===== src/sv/cbm_pkg.sv =====
// ----------------------------------------------------------------------------
// cbm_pkg
// types, codes and constants shared by the bank mapper modules
// ----------------------------------------------------------------------------
package cbm_pkg;

    localparam int WORK_RAM_BYTES_DEF = 8192;

    localparam logic [2:0] OP_CPU_RD  = 3'd0;
    localparam logic [2:0] OP_CPU_WR  = 3'd1;
    localparam logic [2:0] OP_VID_RD  = 3'd2;
    localparam logic [2:0] OP_VID_WR  = 3'd3;
    localparam logic [2:0] OP_TICK    = 3'd4;

    localparam logic [2:0] KIND_NONE   = 3'd0;
    localparam logic [2:0] KIND_RAM    = 3'd1;
    localparam logic [2:0] KIND_PRG    = 3'd2;
    localparam logic [2:0] KIND_CHR    = 3'd3;
    localparam logic [2:0] KIND_CHR_WR = 3'd4;

    localparam logic [1:0] REG_PRG_UNITS = 2'd0;
    localparam logic [1:0] REG_CHR_UNITS = 2'd1;
    localparam logic [1:0] REG_CHR_RAM   = 2'd2;
    localparam logic [1:0] REG_HDR_MIRR  = 2'd3;

    typedef struct packed {
        logic [2:0]  operation;
        logic [15:0] address;
        logic [7:0]  write_data;
    } in_item_t;

    typedef struct packed {
        logic [2:0]  kind;
        logic [7:0]  read_data;
        logic [20:0] mem_address;
        logic [7:0]  mem_write_data;
        logic        irq;
        logic        mirroring;
    } out_item_t;

    // request to the shared modulo unit
    typedef struct packed {
        logic        start;
        logic [7:0]  dividend;
        logic [11:0] divisor;
    } mod_req_t;

    typedef struct packed {
        logic        done;
        logic [7:0]  remainder;
    } mod_rsp_t;

endpackage


===== src/sv/cbm_mod.sv =====
// ----------------------------------------------------------------------------
// cbm_mod
// shared remainder unit, restoring shift-subtract, one bit per cycle
// ----------------------------------------------------------------------------
module cbm_mod (
    input  logic              aclk,
    input  logic              aresetn,
    input  cbm_pkg::mod_req_t req,
    output cbm_pkg::mod_rsp_t rsp
);
    import cbm_pkg::*;

    logic [7:0]  quo_reg, quo_next;
    logic [11:0] rem_reg, rem_next;
    logic [11:0] div_reg, div_next;
    logic [3:0]  cnt_reg, cnt_next;
    logic        busy_reg, busy_next;
    logic        done_reg, done_next;
    logic [12:0] trial;

    always_comb begin
        quo_next  = quo_reg;
        rem_next  = rem_reg;
        div_next  = div_reg;
        cnt_next  = cnt_reg;
        busy_next = busy_reg;
        done_next = 1'b0;
        trial     = {rem_reg, quo_reg[7]} - {1'b0, div_reg};
        if (req.start) begin
            quo_next  = req.dividend;
            rem_next  = '0;
            div_next  = req.divisor;
            cnt_next  = 4'd8;
            busy_next = 1'b1;
        end else if (busy_reg) begin
            quo_next = {quo_reg[6:0], 1'b0};
            if (!trial[12]) begin
                rem_next = trial[11:0];
            end else begin
                rem_next = {rem_reg[10:0], quo_reg[7]};
            end
            cnt_next = cnt_reg - 4'd1;
            if (cnt_reg == 4'd1) begin
                busy_next = 1'b0;
                done_next = 1'b1;
            end
        end
    end

    always_ff @(posedge aclk) begin
        if (!aresetn) begin
            busy_reg <= 1'b0;
            done_reg <= 1'b0;
            cnt_reg  <= '0;
        end else begin
            busy_reg <= busy_next;
            done_reg <= done_next;
            cnt_reg  <= cnt_next;
        end
        quo_reg <= quo_next;
        rem_reg <= rem_next;
        div_reg <= div_next;
    end

    assign rsp.done      = done_reg;
    assign rsp.remainder = rem_reg[7:0];

    a_done_pulse: assert property (@(posedge aclk) disable iff (!aresetn)
        rsp.done |=> !rsp.done) else $error("done held");
    a_done_after_busy: assert property (@(posedge aclk) disable iff (!aresetn)
        $rose(done_reg) |-> $past(busy_reg)) else $error("done without busy");
    a_rem_bound: assert property (@(posedge aclk) disable iff (!aresetn)
        rsp.done && div_reg != '0 |-> rem_reg < div_reg) else $error("remainder range");
endmodule


===== config.mk =====
export PLATFORM = sky130hd
export DESIGN_NAME = cbm_mod
export DESIGN_NICKNAME = d
export VERILOG_FILES = /design/src/sv/cbm_pkg.sv /design/src/sv/cbm_mod.sv
export SDC_FILE = /design/constraint.sdc
export NUM_CORES = 1
export LEC_CHECK = 0
export BUFFER_PORTS_ARGS = -buffer_cell sky130_fd_sc_hd__buf_2
export CORE_ASPECT_RATIO = 0.6
export CORE_MARGIN = 4
export CORE_UTILIZATION = 50
export DETAILED_ROUTE_END_ITERATION = 10
export GPL_TIMING_DRIVEN = 1
export PLACE_DENSITY_LB_ADDON = 0.08
export SLEW_MARGIN = 20
export SYNTH_ARGS = -nofsm -noshare
export SYNTH_HDL_FRONTEND = slang
export SYNTH_SLANG_ARGS = --single-unit

===== constraint.sdc =====
create_clock -name aclk -period 2.5 [get_ports aclk]
set_input_delay 0.25 -clock aclk [delete_from_list [all_inputs] [get_ports aclk]]
set_output_delay 0.25 -clock aclk [all_outputs]
set_load 0.02 [all_outputs]

# Word-level counts from Yosys, hierarchy flattened

Index checks and enable logic that the tools add are counted.

$add $sub $neg: 2
Mux-type cells: 9
Shift operators: 0
Eq/ne operators: 1
Reduce and logical (&&, ||, !) cells: 3
Div/mod/pow operators: 0
Bitwise gates (word level): 2
Order comparisons: 0
Multipliers: 0

Operator list:

| operator              | number |
|---|---|
| $mux W8               | 2 |
| $sub A13 B12 Y13      | 1 |
| $mux W12              | 1 |
| $mux W4               | 2 |
| $eq A4 B1 Y1 const B  | 1 |
| $mux W1               | 4 |
| $sub A4 B1 Y4 const B | 1 |
| $reduce_or A3 Y1      | 1 |
| $not A1 Y1            | 2 |
| $reduce_bool A2 Y1    | 1 |
| $reduce_or A2 Y1      | 1 |

Logic and storage cells: 24
Memories: 0
Bits in read-only memories: 0
Bits in registers: 38
Latch bits: 0
Input bits: 23
Output and inout bits: 9
Bits in writable memories: 0

# Logic depth before layout (Yosys ltp)

Gate-level depths: netlist (run 1).

Depth after elaboration: 4
Mapped depth: 11
Depth with buffers taken out: 10

# Worst setup path before layout (run 1)

Ideal clock, no wire load.

Path kind: flip-flop to flip-flop
Start: register quo_reg[7]
End: register rem_reg[1]
Library setup time: 0.091 ns
Buffers on the path: 1
Arrival time: 2.135 ns
Path slack: 0.274 ns
Stages on the path, launching flop included: 12
Required time: 2.409 ns
Clock period less this slack: 2.226 ns
Cell sequence: edfxtp_1 > inv_1 > ha_1 > inv_1 > fa_1 > nand3_1 > a211oi_2 > nor2_2 > o221a_2 > buf_2 > nand3_1 > a311oi_1

Longest elaborated chain between the ends: 2

Ends and longest elaborated chain:

| what                   | line          | RTL |
|---|---|---|
| from (decl)            | cbm_mod.sv:13 | `logic [7:0] quo_reg, quo_next;` |
| from (signal assigned) | cbm_mod.sv:60 | `quo_reg <= quo_next;` |
| $sub A13 B12 Y13       | cbm_mod.sv:28 | `trial = {rem_reg, quo_reg[7]} - {1'b0, div_reg};` |
| $mux W12               | cbm_mod.sv:37 | `if (!trial[12]) begin` |
| to (signal assigned)   | cbm_mod.sv:61 | `rem_reg <= rem_next;` |
| to (decl)              | cbm_mod.sv:14 | `logic [11:0] rem_reg, rem_next;` |

No other way between the ends.
A chain may end at the register's enable or synchronous reset.

# Worst setup path in the final report (run 1)

Start: register rem_reg[0]
End: register rem_reg[9]

Longest elaborated chain between the ends: 2

Ends and longest elaborated chain:

| what             | line |
|---|---|
| $sub A13 B12 Y13 | cbm_mod.sv:28 |
| $mux W12         | cbm_mod.sv:37 |

No other way between the ends.

==> out/qor.csv, run 1 <==
stage,metric,value,unit
timing,setup violation total in the final timing report,0,
place,sum of net half-perimeters after detailed placement,3.63,mm
timing,Max Fclk,422,MHz
critical_path,arrival time of data at the critical path endpoint,2.58,ns
die,count of boundary I/O pins,32,
global_routing,via count of the first global-routing pass,1664,
timing,final slew viol count,0,
die,standard-cell row count,18,
synth,mean instance size in the synthesized netlist,9.51,um2
timing,total count of hold-check failures in the final report,0,
synth,"Seq/Total Area, Yosys",0.421,
routing,average wire per standard cell,15.5,um
global_routing,first-pass GRT wire length,8.34,mm
synth,fraction of synthesized cell area taken by the top area cell type,0.263,
pwr,switching portion of total power,0.317,
timing,unrepaired setup endpoints after global routing,no,
synth,synthesized area,0.00228,mm2
routing,Post-Route WL,5.12,mm
critical_path,critical path cell sequence,ha_1 > nor2b_1 > o31a_1 > o21a_1 > o311ai_1 > o21ai_0 > a311oi_1,
routing,ANT nets after route,0,
timing,clock skew after layout,0.00383,ns
critical_path,Critical Path End Type,flip-flop,
die,Initial Util,0.536,
layout,area used by multi-input combinational logic,0.00117,mm2
place,post-place setup slack,-0.0451,ns
synth,ys flop type,sky130_fd_sc_hd__edfxtp_1,
synth,async set-reset flop share out of synthesis,0,
pwr,Peak VDD IR,0.000377,V
clock_tree,number of hold-repair buffers added at the cts stage,0,
clock_tree,H-tree lvl count,2,
layout,number of fill cells in the layout,372,
critical_path,Critical-path top delay cell,sky130_fd_sc_hd__dfxtp_1,
clock_tree,number of buffers created by CTS,5,
timing,slew at the pin with the worst max-slew slack,0.367,ns
critical_path,Worst Setup Path Type,flip-flop to flip-flop,
synth,most common library cells after synthesis,"sky130_fd_sc_hd__inv_1, sky130_fd_sc_hd__edfxtp_1, sky130_fd_sc_hd__dfxtp_1, sky130_fd_sc_hd__nor2_1, sky130_fd_sc_hd__ha_1",
global_routing,number of antenna violations at the first check in global routing,0,
global_routing,total routing resource utilization after global routing,0.194,
layout,share of cells above drive strength 1,0.255,
outcome,status,"finished, final reports clean",
clock_tree,CTS tree,built,
run,count of maximum capacitance violations,0,
clock_tree,clock transition time at the flip-flop clock pins of the worst setup and hold paths,0.08,ns
place,Placed Instance Area,0.00247,mm2
die,Core Box Area,0.00426,mm2
pwr,leakage power total,0.00112,uW
die,DIE WIDTH,95.2,um
routing,number of iterations in the first detailed-routing pass,4,
synth,largest area contributor in the synthesized netlist,sky130_fd_sc_hd__edfxtp_1,
pwr,combinational group share of total power,0.299,
critical_path,maximum net fanout on the critical path,5,
critical_path,register-to-register path setup slack,0.13,ns
synth,number of enable-type register cells in the synthesized netlist,20,
synth,"Net Count, Synth",278,
timing,crit path time final,2.37,ns
synth,top area cells in the synthesized netlist,"sky130_fd_sc_hd__edfxtp_1, sky130_fd_sc_hd__dfxtp_1, sky130_fd_sc_hd__ha_1, sky130_fd_sc_hd__a311oi_1, sky130_fd_sc_hd__inv_1",
global_routing,grt total ovfl,0,
pwr,net load switching power,603,uW
routing,Iter 0 DRT Violations,105,
pwr,share of total power in sequential cells,0.395,
clock_tree,CTS sink cnt,38,
routing,total via count in the routed design,1831,
clock_tree,maximum root-to-sink buffer count,2,
synth,number of synthesized register bits,38,
critical_path,Setup crit start kind,flip-flop,
global_routing,largest net degree at the start of global routing,29,
pwr,power per standard cell area,714,mW/mm2
critical_path,worst endpoint required time,2.71,ns
synth,number of instances in the synthesized netlist,240,
critical_path,Crit path largest cell delay,0.48,ns
pwr,Int Pwr,1300,uW
clock_tree,Worst-Skew Late Latency,0.30,ns
die,chip height,60.3,um
layout,final instance area,0.00266,mm2
timing,share of the cycle needed by the critical path after routing,0.949,
synth,cell with the most instances after synthesis,sky130_fd_sc_hd__inv_1,
layout,end-of-flow core utilization,0.626,
layout,number of antenna cells inserted,0,
pwr,clock network power share,0.305,
layout,fin nets,308,
place,gpl congestion,0.879,
timing,smallest hold slack,0.120,ns
routing,final routed DRC violation total,0,
place,count of input and output buffers,31,
timing,final worst setup slack,0.128,ns
hold_path,class of the tightest hold or removal check,input port to flip-flop,
timing,Total Neg Setup Slack,0,ns
routing,DR vias/cell,5.53,
synth,warning count from the yosys run,0,
layout,Storage cell area,961,um2
synth,number of library cell types mapped by synthesis,49,
clock_tree,clk root buf,sky130_fd_sc_hd__clkbuf_8,
timing,Max transition margin,0.755,
layout,Syn-to-layout area delta,16.7,%
die,Die Outline Area,0.00574,mm2
-- layout by cell type, fill, tap and decap left out, types with 2 or more instances in the layout --
cell                        netlist  layout
sky130_fd_sc_hd__edfxtp_1        20      20
sky130_fd_sc_hd__xnor2_1          5       5
sky130_fd_sc_hd__nor2b_1          5       5
sky130_fd_sc_hd__buf_4           10      12
sky130_fd_sc_hd__mux2_2           7       7
sky130_fd_sc_hd__buf_2            4      31
sky130_fd_sc_hd__o21ai_0         12      12
sky130_fd_sc_hd__nand3_1         13      12
sky130_fd_sc_hd__nor4_1           4       4
sky130_fd_sc_hd__a21oi_1         11      11
sky130_fd_sc_hd__o311ai_1         1       2
sky130_fd_sc_hd__clkbuf_8         0       6
sky130_fd_sc_hd__a31oi_1          4       3
sky130_fd_sc_hd__nand2_1         12      12
sky130_fd_sc_hd__or4_1            2       2
sky130_fd_sc_hd__o31ai_1          2       2
sky130_fd_sc_hd__nor3_1           4       4
sky130_fd_sc_hd__nand2b_1         5       5
sky130_fd_sc_hd__a311oi_1         9       9
sky130_fd_sc_hd__o2111ai_1        2       2
sky130_fd_sc_hd__ha_1            14      14
sky130_fd_sc_hd__and3_1           3       3
sky130_fd_sc_hd__a211oi_1         2       2
sky130_fd_sc_hd__nor2_1          18      18
sky130_fd_sc_hd__o21a_1           2       2
sky130_fd_sc_hd__dfxtp_1         18      18
sky130_fd_sc_hd__xor2_1           4       4
sky130_fd_sc_hd__a21o_1           2       2
sky130_fd_sc_hd__clkbuf_16        0       2
sky130_fd_sc_hd__inv_1           21      21
-- cell type report --
cell class,count,area share
clock buffers,8,0.0498
inverters,21,0.0296
multi-input cells,161,0.440
flip-flops and latches,38,0.361
well taps,60,0.0282
repair buffers,43,0.0921
-- metrics by stage --
step | std cells | power, uW
global placement | 322 | 1290
floorplan | 240 | 1160
detailed placement | 322 | 1290
global route | 331 | 2020
CTS | 331 | 1880
finish | 331 | 1900
-- power by group through the flow --
stage                     Combinational [uW]  Sequential, uW  Clock, uW
after floorplan                          406             756          0
final                                    570             752        581
after global routing                     638             759        623
after CTS                                542             752        590
after detailed placement                 522             765          0
after global placement                   526             765          0
-- path summary, 6_finish.rpt --
path / start / to / cells after the start
setup / recovery: rem_reg[0]$_SDFFE_PP0P_ / rem_reg[9]$_SDFFE_PP0P_ / 7
setup reg to reg: rem_reg[0]$_SDFFE_PP0P_ / rem_reg[9]$_SDFFE_PP0P_ / 7
hold reg to reg: cnt_reg[1]$_SDFFE_PP0P_ / cnt_reg[1]$_SDFFE_PP0P_ / 2
hold / removal: req[10] / div_reg[10]$_DFFE_PP_ / 1
-- routing by layer --
layer	vias up	share of wire	track usage	wire [um]
met5	-	0	0	0
met4	0	0.0092	0.0616	47
met3	7	0.064	0.0558	327
met2	63	0.42	0.259	2150
met1	830	0.51	0.299	2600
li1	931	-	-	-
-- repair_timing --
item                                    in CTS  in global routing
setup buffers                                1                  0
endpoints found under the setup margin       2                 11
pin swaps                                    3                  2
gates resized for setup                      4                  7
-- worst max-delay path, delay by kind of cell (launching register included) --
kind / cells / cell delay, ns
and+or+nand+nor: 1 / 0.14
AOI/OAI and AO/OA: 5 / 1.39
DFF: 1 / 0.48
adders and majority gates: 1 / 0.28
-- cells by family after synthesis --
kind of cell | share of synthesized area
compound gates | 0.172
mux | 0.0389
flops | 0.421
buf+inv | 0.0894
fa+ha+maj | 0.0855
simple gates | 0.158
xor+xnor | 0.0345
Power figures use the tool's default switching activity.
==> inputs of run 2 (changes only) <==
- BUFFER_PORTS_ARGS: -buffer_cell sky130_fd_sc_hd__buf_2 -> not set
- CORE_MARGIN: 4 -> not set
- DONT_BUFFER_PORTS: not set -> 1
==> out/qor.csv, run 2 (same netlist as run 1, synthesis figures left out) <==
stage,metric,value,unit
die,Core Box Area,0.00423,mm2
pwr,share of total power in sequential cells,0.401,
clock_tree,CTS tree,built,
global_routing,first-pass GRT wire length,8.24,mm
run,count of maximum capacitance violations,0,
clock_tree,CTS sink cnt,38,
layout,most frequent cells in the layout,"sky130_fd_sc_hd__inv_1, sky130_fd_sc_hd__edfxtp_1, sky130_fd_sc_hd__nor2_1, sky130_fd_sc_hd__dfxtp_1, sky130_fd_sc_hd__buf_4",
die,standard-cell row count,18,
outcome,status,"finished, final reports clean",
timing,Max transition margin,0.672,
global_routing,total routing resource utilization after global routing,0.236,
place,instance count after placement with tap cells included,294,
pwr,leakage power total,0.000996,uW
critical_path,Critical-path top delay cell,sky130_fd_sc_hd__dfxtp_1,
clock_tree,clk root buf,sky130_fd_sc_hd__clkbuf_8,
timing,crit path time final,2.43,ns
timing,slew at the pin with the worst max-slew slack,0.491,ns
die,count of boundary I/O pins,32,
layout,Syn-to-layout area delta,12.3,%
critical_path,worst endpoint required time,2.69,ns
critical_path,Worst Setup Path Type,flip-flop to flip-flop,
critical_path,destination of the worst register-to-register timing path,rem_reg[0]$_SDFFE_PP0P_,
pwr,Int Pwr,1250,uW
critical_path,buffers plus inverters on the worst setup path,1,
global_routing,via count of the first global-routing pass,1687,
critical_path,maximum net fanout on the critical path,7,
routing,number of iterations in the first detailed-routing pass,4,
layout,number of antenna cells inserted,0,
layout,final cell count without fillers,306,
place,gpl congestion,0.848,
global_routing,grt total ovfl,0,
die,chip height,54.3,um
global_routing,largest net degree at the start of global routing,34,
pwr,clock network power share,0.291,
clock_tree,clock transition time at the flip-flop clock pins of the worst setup and hold paths,0.08,ns
critical_path,Worst path depth,8,
die,Die Outline Area,0.00485,mm2
hold_path,Hold Crit Start,req[20],
die,Initial Util,0.539,
place,sum of net half-perimeters after detailed placement,3.46,mm
clock_tree,H-tree lvl count,2,
routing,Iter 0 DRT Violations,134,
timing,share of the cycle needed by the critical path after routing,0.973,
routing,DR vias/cell,5.84,
critical_path,register-to-register path setup slack,0.07,ns
pwr,Peak VDD IR,0.000279,V
clock_tree,Worst-Skew Late Latency,0.30,ns
layout,end-of-flow core utilization,0.605,
critical_path,Critical Path Most Common Cell,sky130_fd_sc_hd__a21o_1,
timing,final slew viol count,0,
timing,clock skew after layout,0.00599,ns
timing,total count of hold-check failures in the final report,0,
hold_path,Hold Crit Depth,1,
routing,final routed DRC violation total,0,
layout,share of cells above drive strength 1,0.187,
critical_path,Setup crit start kind,flip-flop,
critical_path,Critical Path End Type,flip-flop,
timing,Total Neg Setup Slack,0,ns
routing,ANT nets after route,0,
die,DIE WIDTH,89.2,um
global_routing,number of antenna violations at the first check in global routing,0,
timing,setup violation total in the final timing report,0,
routing,average wire per standard cell,16.8,um
critical_path,arrival time of data at the critical path endpoint,2.62,ns
routing,Post-Route WL,5.13,mm
place,count of input and output buffers,0,
pwr,power per standard cell area,729,mW/mm2
layout,fin nets,283,
clock_tree,number of buffers created by CTS,5,
timing,smallest hold slack,0.0267,ns
critical_path,critical path's top delay family,compound AO/OA/AOI/OAI gates,
critical_path,critical path cell sequence,ha_1 > a21o_1 > a21oi_4 > mux2i_4 > a31oi_2 > buf_4 > a21o_1 > a311oi_1,
pwr,total design power,1870,uW
hold_path,class of the tightest hold or removal check,input port to flip-flop,
clock_tree,maximum root-to-sink buffer count,2,
timing,Max Fclk,411,MHz
routing,total via count in the routed design,1788,
hold_path,terminating pin of the worst hold path,rem_reg[9]$_SDFFE_PP0P_,
pwr,combinational group share of total power,0.308,
pwr,switching portion of total power,0.329,
critical_path,number of cells on the worst reg-to-reg path,8,
critical_path,startpoint of the worst-slack reg-to-reg timing path,rem_reg[7]$_SDFFE_PP0P_,
pwr,net load switching power,615,uW
critical_path,Crit path largest cell delay,0.42,ns
run 2: cell types whose count changed in the layout (fill, tap and decap cells not counted), sizes merged:
cell,change
bufinv,+1
buf,-26
a31o,+1
clkinvlp,+2
clkbuf,-3
run 2: power groups by stage:
| stage | clock network [uW] | logic (uW) | registers, uW |
|---|---|---|---|
| floorplan | 0 | 406 | 756 |
| global placement | 0 | 489 | 762 |
| detailed placement | 0 | 499 | 763 |
| CTS | 545 | 526 | 750 |
| global route | 561 | 636 | 758 |
| finish | 544 | 575 | 750 |
run 2: metal layers:
layer  global-route usage  vias up  share of wire
li1                     -      885              -
met1                0.329      837           0.48
met2                0.356       58           0.43
met3               0.0694        8          0.080
met4               0.0714        0          0.011
met5                    0        -              0
run 2: timing repair:
item,CTS,global route
setup endpoints to repair,8,12
pin swaps,1,5
endpoints found under the hold margin,0,0
buffers inserted,1,2
resized for setup,7,8
hold buffers,0,0
cloned,0,1
run 2: final cells by class:
cell class | instances | area, um2
clock buffer | 5 | 68.8
inverter | 21 | 78.8
fill | 364 | 1670
sequential | 38 | 961
timing repair buffer | 17 | 128
multi-input combinational | 162 | 1210
tap | 60 | 75.1
clock inverter | 3 | 45.0
run 2: through the flow:
stage          setup slack [ns]  area, um2
2_1_floorplan             0.274       2280
3_3_place_gp             0.0671       2340
3_5_place_dp             -0.107       2340
4_1_cts                 0.00689       2500
5_1_grt                -0.00224       2560
6_report                 0.0677       2560
run 2: how the worst max path moves through the flow:
| stage | start | to | slack, ns |
|---|---|---|---|
| floorplan | quo_reg[7]$_DFFE_PP_ | rem_reg[1]$_SDFFE_PP0P_ | 0.27 |
| global route | rem_reg[7]$_SDFFE_PP0P_ | rem_reg[0]$_SDFFE_PP0P_ | -0.002 |
| global placement | quo_reg[7]$_DFFE_PP_ | rem_reg[1]$_SDFFE_PP0P_ | 0.07 |
| finish | rem_reg[7]$_SDFFE_PP0P_ | rem_reg[0]$_SDFFE_PP0P_ | 0.07 |
| CTS | quo_reg[7]$_DFFE_PP_ | rem_reg[2]$_SDFFE_PP0P_ | 0.007 |
| detailed placement | quo_reg[7]$_DFFE_PP_ | rem_reg[2]$_SDFFE_PP0P_ | -0.11 |
==> inputs of run 3 (changes only) <==
- CORE_UTILIZATION: 50 -> 23
- clock period: 2.5 -> 2.26 ns (I/O delays scaled with it)
==> out/qor.csv, run 3 (same netlist as run 1, synthesis figures left out) <==
stage,metric,value,unit
outcome,status,finished with violations,
outcome,violations in the final reports,setup timing,
layout,number of antenna cells inserted,0,
die,Initial Util,0.243,
routing,ANT nets after route,0,
pwr,clock network power share,0.299,
global_routing,first-pass GRT wire length,9.53,mm
layout,share of cells above drive strength 1,0.301,
die,chip height,79.2,um
pwr,switching portion of total power,0.320,
die,count of boundary I/O pins,32,
critical_path,arrival time of data at the critical path endpoint,2.48,ns
run,count of maximum capacitance violations,0,
hold_path,Hold Crit Start,req[20],
layout,most common library cell in the layout ignoring fill and taps,sky130_fd_sc_hd__buf_4,
critical_path,number of cells on the worst reg-to-reg path,9,
global_routing,number of antenna violations at the first check in global routing,0,
clock_tree,Worst-Skew Late Latency,0.29,ns
critical_path,Critical Path End Type,flip-flop,
routing,DR vias/cell,4.38,
place,instance count after placement with tap cells included,386,
pwr,Int Pwr,1570,uW
place,gpl congestion,0.771,
timing,Max transition margin,0.697,
timing,final worst setup slack,-0.0349,ns
timing,Max Fclk,436,MHz
routing,total via count in the routed design,1762,
critical_path,register-to-register path setup slack,-0.03,ns
routing,Iter 0 DRT Violations,136,
layout,most frequent cells in the layout,"sky130_fd_sc_hd__buf_4, sky130_fd_sc_hd__inv_1, sky130_fd_sc_hd__edfxtp_1",
global_routing,total routing resource utilization after global routing,0.124,
clock_tree,number of buffers created by CTS,5,
timing,setup violation total in the final timing report,5,
timing,unrepaired setup endpoints after global routing,yes,
clock_tree,CTS tree,built,
timing,total count of hold-check failures in the final report,0,
timing,crit path time final,2.29,ns
critical_path,Worst Setup Path Type,flip-flop to flip-flop,
clock_tree,clock transition time at the flip-flop clock pins of the worst setup and hold paths,0.06,ns
critical_path,Setup crit start kind,flip-flop,
layout,Syn-to-layout area delta,30.0,%
critical_path,worst endpoint required time,2.44,ns
pwr,leakage power total,0.00117,uW
hold_path,Hold Crit Depth,1,
timing,share of the cycle needed by the critical path after routing,1.02,
timing,slew at the pin with the worst max-slew slack,0.453,ns
routing,Post-Route WL,5.99,mm
critical_path,destination of the worst register-to-register timing path,rem_reg[0]$_SDFFE_PP0P_,
die,Core Box Area,0.00939,mm2
layout,fin nets,309,
routing,average wire per standard cell,14.9,um
timing,clock skew after layout,0.00524,ns
clock_tree,clk root buf,sky130_fd_sc_hd__clkbuf_16,
pwr,Peak VDD IR,0.000232,V
pwr,total design power,2310,uW
clock_tree,maximum root-to-sink buffer count,2,
pwr,share of total power in sequential cells,0.358,
pwr,net load switching power,739,uW
die,DIE WIDTH,131,um
hold_path,class of the tightest hold or removal check,input port to flip-flop,
die,Die Outline Area,0.0103,mm2
clock_tree,H-tree lvl count,2,
die,standard-cell row count,27,
timing,final slew viol count,0,
global_routing,via count of the first global-routing pass,1744,
global_routing,grt total ovfl,0,
critical_path,maximum net fanout on the critical path,8,
global_routing,largest net degree at the start of global routing,34,
place,count of input and output buffers,0,
hold_path,terminating pin of the worst hold path,rem_reg[6]$_SDFFE_PP0P_,
place,sum of net half-perimeters after detailed placement,4.23,mm
routing,final routed DRC violation total,0,
layout,final cell count without fillers,402,
routing,number of iterations in the first detailed-routing pass,4,
pwr,power per standard cell area,779,mW/mm2
clock_tree,CTS sink cnt,38,
pwr,combinational group share of total power,0.343,
critical_path,startpoint of the worst-slack reg-to-reg timing path,rem_reg[2]$_SDFFE_PP0P_,
==> run 3: cell types whose count changed in the layout (fill, tap and decap cells not counted), sizes merged <==
cell	delta
a31o	-1
buf	+26
bufinv	-1
clkbuf	+1
clkinv	+2
clkinvlp	-2
dlygate4sd3	+1
==> run 3: worst max path at each step <==
stage                            startpoint                       to  slack [ns]  depth (start not counted)
global placement       quo_reg[7]$_DFFE_PP_  rem_reg[3]$_SDFFE_PP0P_       -0.35                         10
global route           quo_reg[7]$_DFFE_PP_  rem_reg[0]$_SDFFE_PP0P_       -0.17                         12
CTS                    quo_reg[7]$_DFFE_PP_  rem_reg[0]$_SDFFE_PP0P_       -0.03                         11
floorplan              quo_reg[7]$_DFFE_PP_  rem_reg[1]$_SDFFE_PP0P_        0.03                         11
finish              rem_reg[2]$_SDFFE_PP0P_  rem_reg[0]$_SDFFE_PP0P_       -0.03                          9
detailed placement     quo_reg[7]$_DFFE_PP_  rem_reg[1]$_SDFFE_PP0P_       -0.31                         12
==> run 3: layout make-up <==
type | count | area (um2)
Inverter | 21 | 78.8
Tap cell | 130 | 163
Clock buffer | 6 | 129
Sequential cell | 38 | 962
Multi-Input combinational cell | 161 | 1270
Fill cell | 1008 | 6420
Timing Repair Buffer | 44 | 355
Clock inverter | 2 | 8.76
==> run 3: through the flow <==
step	setup WS (ns)	utilization	instance area [um2]	setup TNS, ns	hold slack [ns]
after floorplan	0.0339	-	2280	0	0.325
after global placement	-0.346	0.276	2590	-2.16	0.309
after detailed placement	-0.307	0.276	2590	-2.45	0.312
after CTS	-0.0320	0.306	2880	-0.0976	0.00661
after global routing	-0.166	0.316	2970	-1.24	0.00310
final	-0.0349	0.316	2970	-0.0586	0.0143
==> run 3: worst max-delay path, stage by stage (launching register included) <==
cell and delay, ns:
sky130_fd_sc_hd__dfxtp_1 0.33, sky130_fd_sc_hd__ha_1 0.37, sky130_fd_sc_hd__a21oi_1 0.39, sky130_fd_sc_hd__a211oi_4 0.14, sky130_fd_sc_hd__nor2_4 0.17, sky130_fd_sc_hd__buf_6 0.13, sky130_fd_sc_hd__a31oi_4 0.08, sky130_fd_sc_hd__buf_6 0.16
sky130_fd_sc_hd__a21o_1 0.15, sky130_fd_sc_hd__a311oi_1 0.26
==> run 3: layer usage <==
| metal | up-vias | GRT usage | part of all wire |
|---|---|---|---|
| met1 | 803 | 0.186 | 0.56 |
| met5 | - | 0 | 0 |
| li1 | 923 | - | - |
| met3 | 8 | 0.0384 | 0.040 |
| met2 | 28 | 0.168 | 0.39 |
| met4 | 0 | 0.0310 | 0.0093 |
==> run 3: what timing repair did <==
item                                    CTS  global route
buffers inserted                          5             3
endpoints found under the setup margin   12            12
pin swaps                                14             8
hold endpoints to repair                  0             2
resized for setup                        23            13
hold buffers                              0             1
==> run 3: power by group through the flow <==
stage                     clock, uW  combinational [uW]  sequential, uW
after CTS                       719                 737             828
final                           691                 791             828
after global placement            0                 664             842
after detailed placement          0                 644             842
after floorplan                   0                 449             837
after global routing            750                 868             836
